==> config.mk <==
export PLATFORM = sky130hd
export DESIGN_NAME = scatter_gather_page_coalescer
export DESIGN_NICKNAME = d
export VERILOG_FILES = /design/src/rtl/core/sgpc_pkg.sv /design/src/rtl/core/sgpc_ram.sv /design/src/rtl/core/sgpc_fifo.sv /design/src/rtl/core/sgpc_front.sv /design/src/rtl/core/sgpc_back.sv /design/src/rtl/core/scatter_gather_page_coalescer.sv
export SDC_FILE = /design/constraint.sdc
export NUM_CORES = 2
export LEC_CHECK = 0
export BUFFER_PORTS_ARGS = -buffer_cell sky130_fd_sc_hd__buf_2
export CAP_MARGIN = 10
export CORE_ASPECT_RATIO = 1.4
export CORE_UTILIZATION = 25
export DETAILED_ROUTE_END_ITERATION = 8
export SLEW_MARGIN = 30
export SYNTH_ARGS = -nofsm -noshare
export SYNTH_HDL_FRONTEND = slang
export SYNTH_HIERARCHICAL = 1
export SYNTH_SLANG_ARGS = --single-unit
==> constraint.sdc <==
create_clock -name clk -period 12.1 [get_ports clk]
set_input_delay 2.42 -clock clk [delete_from_list [all_inputs] [get_ports clk]]
set_output_delay 2.42 -clock clk [all_outputs]
set_load 0.02 [all_outputs]
==> src/rtl/core/sgpc_pkg.sv <==
// shared constants and types for the scatter-gather page coalescer
package sgpc_pkg;

  localparam int DEF_MAX_SEGMENTS = 32;
  localparam int DEF_PAGE_BITS    = 12;
  localparam int DEF_FRAME_BITS   = 36;

  // segment byte length, saturating
  localparam int              BYTES_W   = 20;
  localparam logic [BYTES_W-1:0] BYTES_MAX = '1;

  // depth of the queues between the parts
  localparam int QUEUE_DEPTH = 2;

  typedef enum logic [1:0] {
    ACT_NEW  = 2'd0,
    ACT_HEAD = 2'd1,
    ACT_TAIL = 2'd2,
    ACT_DROP = 2'd3
  } act_t;

  typedef enum logic {
    REC_ACTION = 1'b0,
    REC_LIST   = 1'b1
  } rec_t;

  typedef enum logic [2:0] {
    BK_IDLE,
    BK_CHECK,
    BK_NEW,
    BK_EMIT,
    BK_LIST
  } back_state_t;

endpackage

==> src/rtl/core/sgpc_ram.sv <==
// generic single-write, single-read ram with registered read data
module sgpc_ram #(
  parameter int WIDTH = 8,
  parameter int DEPTH = 32
) (
  input  logic                     clk,
  input  logic                     we,
  input  logic [$clog2(DEPTH)-1:0] waddr,
  input  logic [WIDTH-1:0]         wdata,
  input  logic                     re,
  input  logic [$clog2(DEPTH)-1:0] raddr,
  output logic [WIDTH-1:0]         rdata
);

  logic [WIDTH-1:0] mem_r [DEPTH];
  logic [WIDTH-1:0] rdata_r;

  always_ff @(posedge clk) begin
    if (we) begin
      mem_r[waddr] <= wdata;
    end
    if (re) begin
      rdata_r <= mem_r[raddr];
    end
  end

  assign rdata = rdata_r;

endmodule

==> src/rtl/core/sgpc_fifo.sv <==
// small register queue with the head entry visible
module sgpc_fifo #(
  parameter int WIDTH = 8,
  parameter int DEPTH = sgpc_pkg::QUEUE_DEPTH
) (
  input  logic             clk,
  input  logic             rst_n,
  input  logic             push,
  input  logic [WIDTH-1:0] wdata,
  output logic             full,
  input  logic             pop,
  output logic [WIDTH-1:0] rdata,
  output logic             empty
);

  localparam int PTR_W = (DEPTH > 1) ? $clog2(DEPTH) : 1;
  localparam int CNT_W = $clog2(DEPTH + 1);

  logic [WIDTH-1:0] entries_r [DEPTH];
  logic [PTR_W-1:0] wr_ptr_r, wr_ptr_nxt;
  logic [PTR_W-1:0] rd_ptr_r, rd_ptr_nxt;
  logic [CNT_W-1:0] cnt_r, cnt_nxt;
  logic             do_push, do_pop;

  assign full    = (cnt_r == CNT_W'(DEPTH));
  assign empty   = (cnt_r == '0);
  assign do_push = push && !full;
  assign do_pop  = pop && !empty;
  assign rdata   = entries_r[rd_ptr_r];

  always_comb begin
    wr_ptr_nxt = wr_ptr_r;
    rd_ptr_nxt = rd_ptr_r;
    cnt_nxt    = cnt_r;
    if (do_push) begin
      wr_ptr_nxt = (wr_ptr_r == PTR_W'(DEPTH - 1)) ? '0 : wr_ptr_r + PTR_W'(1);
    end
    if (do_pop) begin
      rd_ptr_nxt = (rd_ptr_r == PTR_W'(DEPTH - 1)) ? '0 : rd_ptr_r + PTR_W'(1);
    end
    if (do_push && !do_pop) begin
      cnt_nxt = cnt_r + CNT_W'(1);
    end else if (do_pop && !do_push) begin
      cnt_nxt = cnt_r - CNT_W'(1);
    end
  end

  always_ff @(posedge clk) begin
    if (!rst_n) begin
      wr_ptr_r <= '0;
      rd_ptr_r <= '0;
      cnt_r    <= '0;
    end else begin
      wr_ptr_r <= wr_ptr_nxt;
      rd_ptr_r <= rd_ptr_nxt;
      cnt_r    <= cnt_nxt;
    end
  end

  always_ff @(posedge clk) begin
    if (do_push) begin
      entries_r[wr_ptr_r] <= wdata;
    end
  end

endmodule

==> src/rtl/core/sgpc_front.sv <==
// front end: takes pages, works out their end frame and whole-page flag, queues them
module sgpc_front #(
  parameter int PAGE_BITS  = sgpc_pkg::DEF_PAGE_BITS,
  parameter int FRAME_BITS = sgpc_pkg::DEF_FRAME_BITS
) (
  input  logic                  clk,
  input  logic                  rst_n,
  input  logic                  push,
  output logic                  full,
  input  logic [FRAME_BITS-1:0] page_frame,
  input  logic [PAGE_BITS:0]    page_length,
  input  logic                  last_page,
  output logic                  q_valid,
  input  logic                  q_pop,
  output logic [2*FRAME_BITS+PAGE_BITS+2:0] q_data
);

  import sgpc_pkg::*;

  localparam int ITEM_W = 2 * FRAME_BITS + PAGE_BITS + 3;

  logic [FRAME_BITS-1:0] cur_next;
  logic                  cur_full;
  logic [ITEM_W-1:0]     item;
  logic                  q_empty;

  // end frame wraps at the frame width
  assign cur_next = page_frame + FRAME_BITS'(page_length >> PAGE_BITS);
  assign cur_full = (page_length[PAGE_BITS-1:0] == '0);
  assign item     = {page_frame, page_length, last_page, cur_next, cur_full};

  sgpc_fifo #(
    .WIDTH (ITEM_W),
    .DEPTH (QUEUE_DEPTH)
  ) u_item_q (
    .clk   (clk),
    .rst_n (rst_n),
    .push  (push),
    .wdata (item),
    .full  (full),
    .pop   (q_pop),
    .rdata (q_data),
    .empty (q_empty)
  );

  assign q_valid = !q_empty;

endmodule

==> src/rtl/core/sgpc_back.sv <==
// back end: hint check, backward scan, table update and list output
module sgpc_back #(
  parameter int MAX_SEGMENTS = sgpc_pkg::DEF_MAX_SEGMENTS,
  parameter int PAGE_BITS    = sgpc_pkg::DEF_PAGE_BITS,
  parameter int FRAME_BITS   = sgpc_pkg::DEF_FRAME_BITS
) (
  input  logic clk,
  input  logic rst_n,
  input  logic clustering_enable,
  input  logic q_valid,
  output logic q_pop,
  input  logic [2*FRAME_BITS+PAGE_BITS+2:0] q_data,
  output logic out_push,
  input  logic out_full,
  output logic [FRAME_BITS+sgpc_pkg::BYTES_W+$clog2(MAX_SEGMENTS)
                +$clog2(MAX_SEGMENTS+1)+3:0] out_data
);

  import sgpc_pkg::*;

  localparam int IDX_W   = $clog2(MAX_SEGMENTS);
  localparam int CNT_W   = $clog2(MAX_SEGMENTS + 1);
  localparam int LEN_W   = PAGE_BITS + 1;
  localparam int ENTRY_W = FRAME_BITS + BYTES_W;
  localparam int REC_W   = FRAME_BITS + BYTES_W + IDX_W + CNT_W + 4;

  back_state_t st_r, st_nxt;

  logic [CNT_W-1:0]      count_r, count_nxt;
  logic [IDX_W-1:0]      hint_idx_r, hint_idx_nxt;
  logic                  hint_vld_r, hint_vld_nxt;
  logic [FRAME_BITS-1:0] frame_r, frame_nxt;
  logic [LEN_W-1:0]      len_r, len_nxt;
  logic                  last_r, last_nxt;
  logic [FRAME_BITS-1:0] cnext_r, cnext_nxt;
  logic                  cfull_r, cfull_nxt;
  logic [IDX_W-1:0]      chk_idx_r, chk_idx_nxt;
  logic                  is_hint_r, is_hint_nxt;
  logic [IDX_W-1:0]      lst_idx_r, lst_idx_nxt;
  logic [REC_W-1:0]      res_r, res_nxt;

  logic                  ram_we, ram_re;
  logic [IDX_W-1:0]      ram_waddr, ram_raddr;
  logic [ENTRY_W-1:0]    ram_wdata, ram_rdata;

  logic [FRAME_BITS-1:0] seg_frame, seg_next, new_frame;
  logic [BYTES_W-1:0]    seg_len, sat_len;
  logic [BYTES_W:0]      len_sum;
  logic                  seg_full, head_hit, tail_hit, hint_ok, lst_last;

  sgpc_ram #(
    .WIDTH (ENTRY_W),
    .DEPTH (MAX_SEGMENTS)
  ) u_seg_ram (
    .clk   (clk),
    .we    (ram_we),
    .waddr (ram_waddr),
    .wdata (ram_wdata),
    .re    (ram_re),
    .raddr (ram_raddr),
    .rdata (ram_rdata)
  );

  assign seg_frame = ram_rdata[ENTRY_W-1:BYTES_W];
  assign seg_len   = ram_rdata[BYTES_W-1:0];
  assign seg_next  = seg_frame + FRAME_BITS'(seg_len >> PAGE_BITS);
  assign seg_full  = (seg_len[PAGE_BITS-1:0] == '0);
  assign len_sum   = {1'b0, seg_len} + (BYTES_W + 1)'(len_r);
  assign sat_len   = len_sum[BYTES_W] ? BYTES_MAX : len_sum[BYTES_W-1:0];
  assign head_hit  = (seg_frame == cnext_r) && cfull_r;
  assign tail_hit  = (seg_next == frame_r) && seg_full;
  assign new_frame = head_hit ? frame_r : seg_frame;
  assign hint_ok   = hint_vld_r && (CNT_W'(hint_idx_r) < count_r);
  assign lst_last  = (CNT_W'(lst_idx_r) == count_r - CNT_W'(1));

  always_comb begin
    st_nxt       = st_r;
    count_nxt    = count_r;
    hint_idx_nxt = hint_idx_r;
    hint_vld_nxt = hint_vld_r;
    frame_nxt    = frame_r;
    len_nxt      = len_r;
    last_nxt     = last_r;
    cnext_nxt    = cnext_r;
    cfull_nxt    = cfull_r;
    chk_idx_nxt  = chk_idx_r;
    is_hint_nxt  = is_hint_r;
    lst_idx_nxt  = lst_idx_r;
    res_nxt      = res_r;
    q_pop        = 1'b0;
    out_push     = 1'b0;
    out_data     = res_r;
    ram_we       = 1'b0;
    ram_waddr    = chk_idx_r;
    ram_wdata    = {new_frame, sat_len};
    ram_re       = 1'b0;
    ram_raddr    = hint_idx_r;

    case (st_r)
      BK_IDLE: begin
        if (q_valid) begin
          q_pop = 1'b1;
          {frame_nxt, len_nxt, last_nxt, cnext_nxt, cfull_nxt} = q_data;
          if (clustering_enable && hint_ok) begin
            ram_re      = 1'b1;
            ram_raddr   = hint_idx_r;
            chk_idx_nxt = hint_idx_r;
            is_hint_nxt = 1'b1;
            st_nxt      = BK_CHECK;
          end else if (clustering_enable && count_r != '0) begin
            ram_re      = 1'b1;
            ram_raddr   = IDX_W'(count_r - CNT_W'(1));
            chk_idx_nxt = IDX_W'(count_r - CNT_W'(1));
            is_hint_nxt = 1'b0;
            st_nxt      = BK_CHECK;
          end else begin
            st_nxt = BK_NEW;
          end
        end
      end

      BK_CHECK: begin
        if (head_hit || tail_hit) begin
          ram_we       = 1'b1;
          res_nxt      = {REC_ACTION, (head_hit ? ACT_HEAD : ACT_TAIL), chk_idx_r,
                          new_frame, sat_len, count_r, !last_r};
          hint_idx_nxt = chk_idx_r;
          hint_vld_nxt = 1'b1;
          st_nxt       = BK_EMIT;
        end else if (is_hint_r) begin
          // hint missed: full scan from the newest entry
          ram_re      = 1'b1;
          ram_raddr   = IDX_W'(count_r - CNT_W'(1));
          chk_idx_nxt = IDX_W'(count_r - CNT_W'(1));
          is_hint_nxt = 1'b0;
        end else if (chk_idx_r == '0) begin
          st_nxt = BK_NEW;
        end else begin
          ram_re      = 1'b1;
          ram_raddr   = chk_idx_r - IDX_W'(1);
          chk_idx_nxt = chk_idx_r - IDX_W'(1);
        end
      end

      BK_NEW: begin
        hint_vld_nxt = 1'b0;
        if (count_r < CNT_W'(MAX_SEGMENTS)) begin
          ram_we    = 1'b1;
          ram_waddr = IDX_W'(count_r);
          ram_wdata = {frame_r, BYTES_W'(len_r)};
          count_nxt = count_r + CNT_W'(1);
          res_nxt   = {REC_ACTION, ACT_NEW, IDX_W'(count_r), frame_r, BYTES_W'(len_r),
                       count_r + CNT_W'(1), !last_r};
        end else begin
          res_nxt = {REC_ACTION, ACT_DROP, {IDX_W{1'b0}}, {FRAME_BITS{1'b0}},
                     {BYTES_W{1'b0}}, count_r, (!last_r || count_r == '0)};
        end
        st_nxt = BK_EMIT;
      end

      BK_EMIT: begin
        out_push = !out_full;
        out_data = res_r;
        if (!out_full) begin
          if (!last_r) begin
            st_nxt = BK_IDLE;
          end else if (count_r != '0) begin
            ram_re      = 1'b1;
            ram_raddr   = '0;
            lst_idx_nxt = '0;
            st_nxt      = BK_LIST;
          end else begin
            hint_idx_nxt = '0;
            hint_vld_nxt = 1'b0;
            st_nxt       = BK_IDLE;
          end
        end
      end

      BK_LIST: begin
        out_push = !out_full;
        out_data = {REC_LIST, ACT_NEW, lst_idx_r, seg_frame, seg_len, count_r, lst_last};
        if (!out_full) begin
          if (lst_last) begin
            count_nxt    = '0;
            hint_idx_nxt = '0;
            hint_vld_nxt = 1'b0;
            st_nxt       = BK_IDLE;
          end else begin
            ram_re      = 1'b1;
            ram_raddr   = lst_idx_r + IDX_W'(1);
            lst_idx_nxt = lst_idx_r + IDX_W'(1);
          end
        end
      end

      default: begin
        st_nxt = BK_IDLE;
      end
    endcase
  end

  always_ff @(posedge clk) begin
    if (!rst_n) begin
      st_r       <= BK_IDLE;
      count_r    <= '0;
      hint_idx_r <= '0;
      hint_vld_r <= 1'b0;
    end else begin
      st_r       <= st_nxt;
      count_r    <= count_nxt;
      hint_idx_r <= hint_idx_nxt;
      hint_vld_r <= hint_vld_nxt;
    end
  end

  always_ff @(posedge clk) begin
    frame_r   <= frame_nxt;
    len_r     <= len_nxt;
    last_r    <= last_nxt;
    cnext_r   <= cnext_nxt;
    cfull_r   <= cfull_nxt;
    chk_idx_r <= chk_idx_nxt;
    is_hint_r <= is_hint_nxt;
    lst_idx_r <= lst_idx_nxt;
    res_r     <= res_nxt;
  end

endmodule

==> src/rtl/core/scatter_gather_page_coalescer.sv <==
// top level: page queue, merge engine and result queue of the page coalescer
// flow: a page enters the page queue, then the engine checks the hint entry, scans the table
//   backward from the newest entry, then merges, adds or drops the page, into the result queue
// pages go one at a time: the engine pops the next only after the last result is queued; scans
//   are set by the single read port of the segment ram; listing one per cycle unless stalled
// reset: synchronous rst_n empties both queues, clears count and hint, sets clustering on
module scatter_gather_page_coalescer #(
  parameter int MAX_SEGMENTS = sgpc_pkg::DEF_MAX_SEGMENTS,
  parameter int PAGE_BITS    = sgpc_pkg::DEF_PAGE_BITS,
  parameter int FRAME_BITS   = sgpc_pkg::DEF_FRAME_BITS
) (
  input  logic                              clk,
  input  logic                              rst_n,
  // configuration
  input  logic                              cfg_we,
  input  logic                              cfg_wdata,
  // page transactions in
  input  logic                              push,
  output logic                              full,
  input  logic [FRAME_BITS-1:0]             in_page_frame,
  input  logic [PAGE_BITS:0]                in_page_length,
  input  logic                              in_last_page,
  // result transactions out
  output logic                              empty,
  input  logic                              pop,
  output logic                              out_record_type,
  output logic [1:0]                        out_action,
  output logic [$clog2(MAX_SEGMENTS)-1:0]   out_segment_index,
  output logic [FRAME_BITS-1:0]             out_segment_frame,
  output logic [sgpc_pkg::BYTES_W-1:0]      out_segment_bytes,
  output logic [$clog2(MAX_SEGMENTS+1)-1:0] out_segment_count,
  output logic                              out_last_result
);

  import sgpc_pkg::*;

  localparam int IDX_W  = $clog2(MAX_SEGMENTS);
  localparam int CNT_W  = $clog2(MAX_SEGMENTS + 1);
  localparam int ITEM_W = 2 * FRAME_BITS + PAGE_BITS + 3;
  localparam int REC_W  = FRAME_BITS + BYTES_W + IDX_W + CNT_W + 4;

  // clustering enable; the user writes it only while the block is idle (not enforced here)
  logic clust_en_r, clust_en_nxt;

  assign clust_en_nxt = cfg_we ? cfg_wdata : clust_en_r;

  always_ff @(posedge clk) begin
    if (!rst_n) begin
      clust_en_r <= 1'b1;
    end else begin
      clust_en_r <= clust_en_nxt;
    end
  end

  // page queue between the front end and the merge engine
  logic              q_valid, q_pop;
  logic [ITEM_W-1:0] q_data;

  sgpc_front #(
    .PAGE_BITS  (PAGE_BITS),
    .FRAME_BITS (FRAME_BITS)
  ) u_front (
    .clk         (clk),
    .rst_n       (rst_n),
    .push        (push),
    .full        (full),
    .page_frame  (in_page_frame),
    .page_length (in_page_length),
    .last_page   (in_last_page),
    .q_valid     (q_valid),
    .q_pop       (q_pop),
    .q_data      (q_data)
  );

  // merge engine: hint check, newest-to-oldest scan, table write, listing
  logic             res_push, res_full;
  logic [REC_W-1:0] res_data, head_data;

  sgpc_back #(
    .MAX_SEGMENTS (MAX_SEGMENTS),
    .PAGE_BITS    (PAGE_BITS),
    .FRAME_BITS   (FRAME_BITS)
  ) u_back (
    .clk               (clk),
    .rst_n             (rst_n),
    .clustering_enable (clust_en_r),
    .q_valid           (q_valid),
    .q_pop             (q_pop),
    .q_data            (q_data),
    .out_push          (res_push),
    .out_full          (res_full),
    .out_data          (res_data)
  );

  // result queue lets the engine run on while the consumer stalls, until the queue is full
  sgpc_fifo #(
    .WIDTH (REC_W),
    .DEPTH (QUEUE_DEPTH)
  ) u_res_q (
    .clk   (clk),
    .rst_n (rst_n),
    .push  (res_push),
    .wdata (res_data),
    .full  (res_full),
    .pop   (pop),
    .rdata (head_data),
    .empty (empty)
  );

  assign {out_record_type, out_action, out_segment_index, out_segment_frame,
          out_segment_bytes, out_segment_count, out_last_result} = head_data;

  // the list never holds more segments than the table
  a_count_bound: assert property (@(posedge clk) disable iff (!rst_n)
    !empty |-> out_segment_count <= CNT_W'(MAX_SEGMENTS))
    else $error("segment count above table size");

  // listing transactions carry no page action
  a_list_action: assert property (@(posedge clk) disable iff (!rst_n)
    (!empty && out_record_type == REC_LIST) |-> out_action == ACT_NEW)
    else $error("listing record with an action code");

  // a dropped page only happens with a full table and reports no segment
  a_drop_fields: assert property (@(posedge clk) disable iff (!rst_n)
    (!empty && out_action == ACT_DROP) |->
      (out_segment_count == CNT_W'(MAX_SEGMENTS) && out_segment_bytes == '0 &&
       out_segment_frame == '0))
    else $error("dropped page with segment data");

  // queues come out of reset empty
  a_reset_empty: assert property (@(posedge clk) disable iff (!rst_n)
    $past(!rst_n) |-> (!full && empty))
    else $error("queue not empty after reset");

endmodule
==> flow_summary.toml <==
[place]
hpwlAfterDp_um = 146000
globalplace.congestion = 0.899
io_buffers = 128
placed_cell_area_um2 = 103000

[synthesis]
yosys_warnings = 6
async_reset_ff_share_pct = 0
synth.most_common_cell = "edfxtp_1"
ys_ff_latch = 2358
syn_nets = 5944
synthTopCellsByCount = "edfxtp_1, mux2i_1, nand2_1"
synth_area_um2 = 96100
synth_largest_area_cell = "edfxtp_1"
netlist_instances = 5851
synthFlopType = "edfxtp_1"
netlist_top_cells_area = "edfxtp_1, mux2i_1, mux2_2"
synth_top_area_share_pct = 72.9
avgSynthCellArea_um2 = 16.4
synth_edf_count = 2332
yosysUniqueCellTypes = 88
ys_seq_area_share_pct = 73.4

[layout]
final_nets = 6068
syn2layout_area_growth_pct = 13.5
design_area_um2 = 109000
drive_gt1_share_pct = 13.3

[routing]
viasPerCell = 4.66
dr.pass1.iters = 6
detail-route-antenna-nets = 0
routedWlPerCell_um = 21.9
met2_length_um = 123000
vias = 52000
drc = 0
drt-met1-wl_um = 101000
dr_wl_met3_um = 11600
drtIter0Drc = 4730
highest_layer = "met4"
drt-total-wl_um = 245000

[global_routing]
track_usage_pct = 12.2
antenna_found_initial = 18
grt_pass1_vias = 52100
grt_pass1_wl_um = 356000
grt_max_degree = 132
overflow = 0

[clock_network]
clk_path_buf_depth = 4
clock_sinks = 2358
cts.repair.resized = 0
cts_setup_buffers = 0
ctsHoldBuffers = 0
cts_tree = "built"
cts_buffers = 204
clkTransAtPathRegs_ns = 0.07
clock_latency_ns = 0.87
cts-root-buf = "clkbuf_16"
cts-htree-levels = 4

[power]
internal_power_mw = 17.8
power_density_nw_per_um2 = 253
leakage_nw = 32.9
power_frac_comb_pct = 32.7
power.net_switching_mw = 9.86
p_clk_share_pct = 22.6
sw_frac_of_total_pct = 35.6
p_seq_share_pct = 44.6
ir_drop_v = 0.000231

[die]
die_w_um = 526
core-area_um2 = 383000
fp-row-count = 269
die-area_um2 = 387000
io_pins = 129
die_h_um = 736
start_util_pct = 25.1

[setup_path]
r2r_end = "u_back/u_seg_ram/rdata[13]"
start_kind = "register"
worst_r2r_path_depth = 19
crit_type = "register to register"
crit_end = "u_back/u_seg_ram/rdata[13]"
cp_data_arrival_time_ns = 8.95
worstPathRequired_ns = 12.64
crit_fanout = 43
setup.worst_path.start = "u_back/u_seg_ram/rdata[12]"
endpoint_kind = "register"
r2r_start = "u_back/u_seg_ram/rdata[12]"
r2r_slack_ns = 3.69

[timing]
fin_crit_sh_pct = 69.5
finalCriticalPeriod_ns = 8.41
fmax_mhz = 119
rsz0062_at_grt = "false"
worstMarginPinSlew_ns = 1.13
hold_viol_final = 0
slew_viol_final = 0
setup_viol = 0
slew_headroom_pct = 24.5
finClkSkew_ns = 0.0641
fin_setup_tns_ns = 0

[hold_path]
hold_path.class = "register to register"

[job]
drv_cap = 0

[outcome]
status = "finished, final reports clean"
[kinds of logic after synthesis]
family          count (synthesis)  share of synthesized area, %
compound gates                770                          5.47
mux                          1111                          11.9
xor+xnor                      152                          1.39
flops                        2358                          73.4
simple gates                 1053                          5.11
buf+inv                       370                          2.19
fa+ha+maj                      37                         0.497
[layout by cell type, fill, tap and decap left out, types with 31 or more instances in the layout]
cell type	count
nor2_1	108
mux2_2	166
nor3_1	81
nand2_1	441
edfxtp_1	2332
buf_2	128
clkinv_1	54
a21oi_1	221
a31oi_1	58
xnor2_1	92
buf_4	70
ha_1	35
clkinv_2	31
clkbuf_16	207
a22oi_1	172
clkbuf_1	41
nand3_1	222
o21ai_0	53
mux2i_1	915
inv_1	42
xor2_1	60
nor2_4	34
a22o_1	146
[final cells by class]
type                            instances  area [um^2]
Fill cell                           37900       274000
Sequential cell                      2358        70600
Multi-Input combinational cell       3123        24000
Tap cell                             5013         6270
Clock buffer                          248         5330
Timing Repair Buffer                  240         1860
Clock inverter                        115          893
Inverter                               48          180
Antenna cell                            6         15.0
[critical path, cell delays in order (launching register included)]
cell,delay (ns)
edfxtp_1,0.51
ha_1,0.30
fa_1,0.45
xnor2_1,0.67
nand4_1,0.51
a2111oi_0,0.51
nand4_1,0.30
nor4_1,0.31
nand4_1,0.14
or4_4,0.57
o22ai_2,0.36
nand2b_1,0.19
o211a_4,0.80
buf_4,0.73
buf_4,0.53
mux2i_1,0.25
a22o_1,0.17
nor3_1,0.08
a31oi_1,0.47
nand3_1,0.18
[per-layer routing]
layer | global-route usage (%) | vias up
met4 | 4.60 | 0
met5 | 0 | -
met3 | 1.20 | 459
met1 | 15.3 | 26900
li1 | - | 23000
met2 | 21.5 | 1644
[through the flow]
step           total power, mW  hold slack [ns]  instances  utilization (%)  setup WS, ns
2_1_floorplan             17.8            0.473       5851                -          5.38
3_3_place_gp              21.1            0.494      10800             26.8          3.77
3_5_place_dp              21.4            0.529      10800             26.8          3.80
4_1_cts                   27.7            0.537      11100             28.4          3.78
5_1_grt                   28.7            0.551      11100             28.5          3.66
6_report                  27.7            0.537      11200             28.5          3.69
[sequential cells by signal, summed over array words and instances, names as in the netlist, 2 cells and up, named ones only]
signal and cells:
u_back/chk_idx_r 5, u_back/cnext_r 36, u_back/count_r 6, u_back/frame_r 36, u_back/hint_idx_r 5, u_back/len_r 13
u_back/lst_idx_r 5, u_back/res_r 70, u_back/st_r 3, u_back/u_seg_ram/mem_r 1792, u_back/u_seg_ram/rdata 56, u_front/u_item_q/cnt_r 2
u_front/u_item_q/entries_r 174, u_res_q/cnt_r 2, u_res_q/entries_r 142
[worst min-delay path by stage]
stage,startpoint,end,depth (start not counted)
finish,u_back/hint_idx_r[4],u_back/hint_idx_r[4],2
global route,u_front/u_item_q/entries_r[1][75],u_back/frame_r[24],1
CTS,u_back/res_r[60],u_res_q/entries_r[0][60],2
detailed placement,u_back/res_r[57],u_res_q/entries_r[0][57],2
global placement,u_res_q/cnt_r[1],u_res_q/cnt_r[1],2
floorplan,u_back/hint_idx_r[4],u_back/hint_idx_r[4],2
[power by group through the flow]
| stage | Clock, mW | Combinational [mW] | Sequential (mW) |
|---|---|---|---|
| floorplan | 0 | 5.68 | 12.1 |
| global placement | 0 | 8.62 | 12.5 |
| detailed placement | 0 | 8.91 | 12.5 |
| CTS | 6.39 | 8.93 | 12.4 |
| global route | 6.66 | 9.65 | 12.4 |
| finish | 6.26 | 9.05 | 12.3 |
No activity file was read; power rests on OpenSTA's default activity.
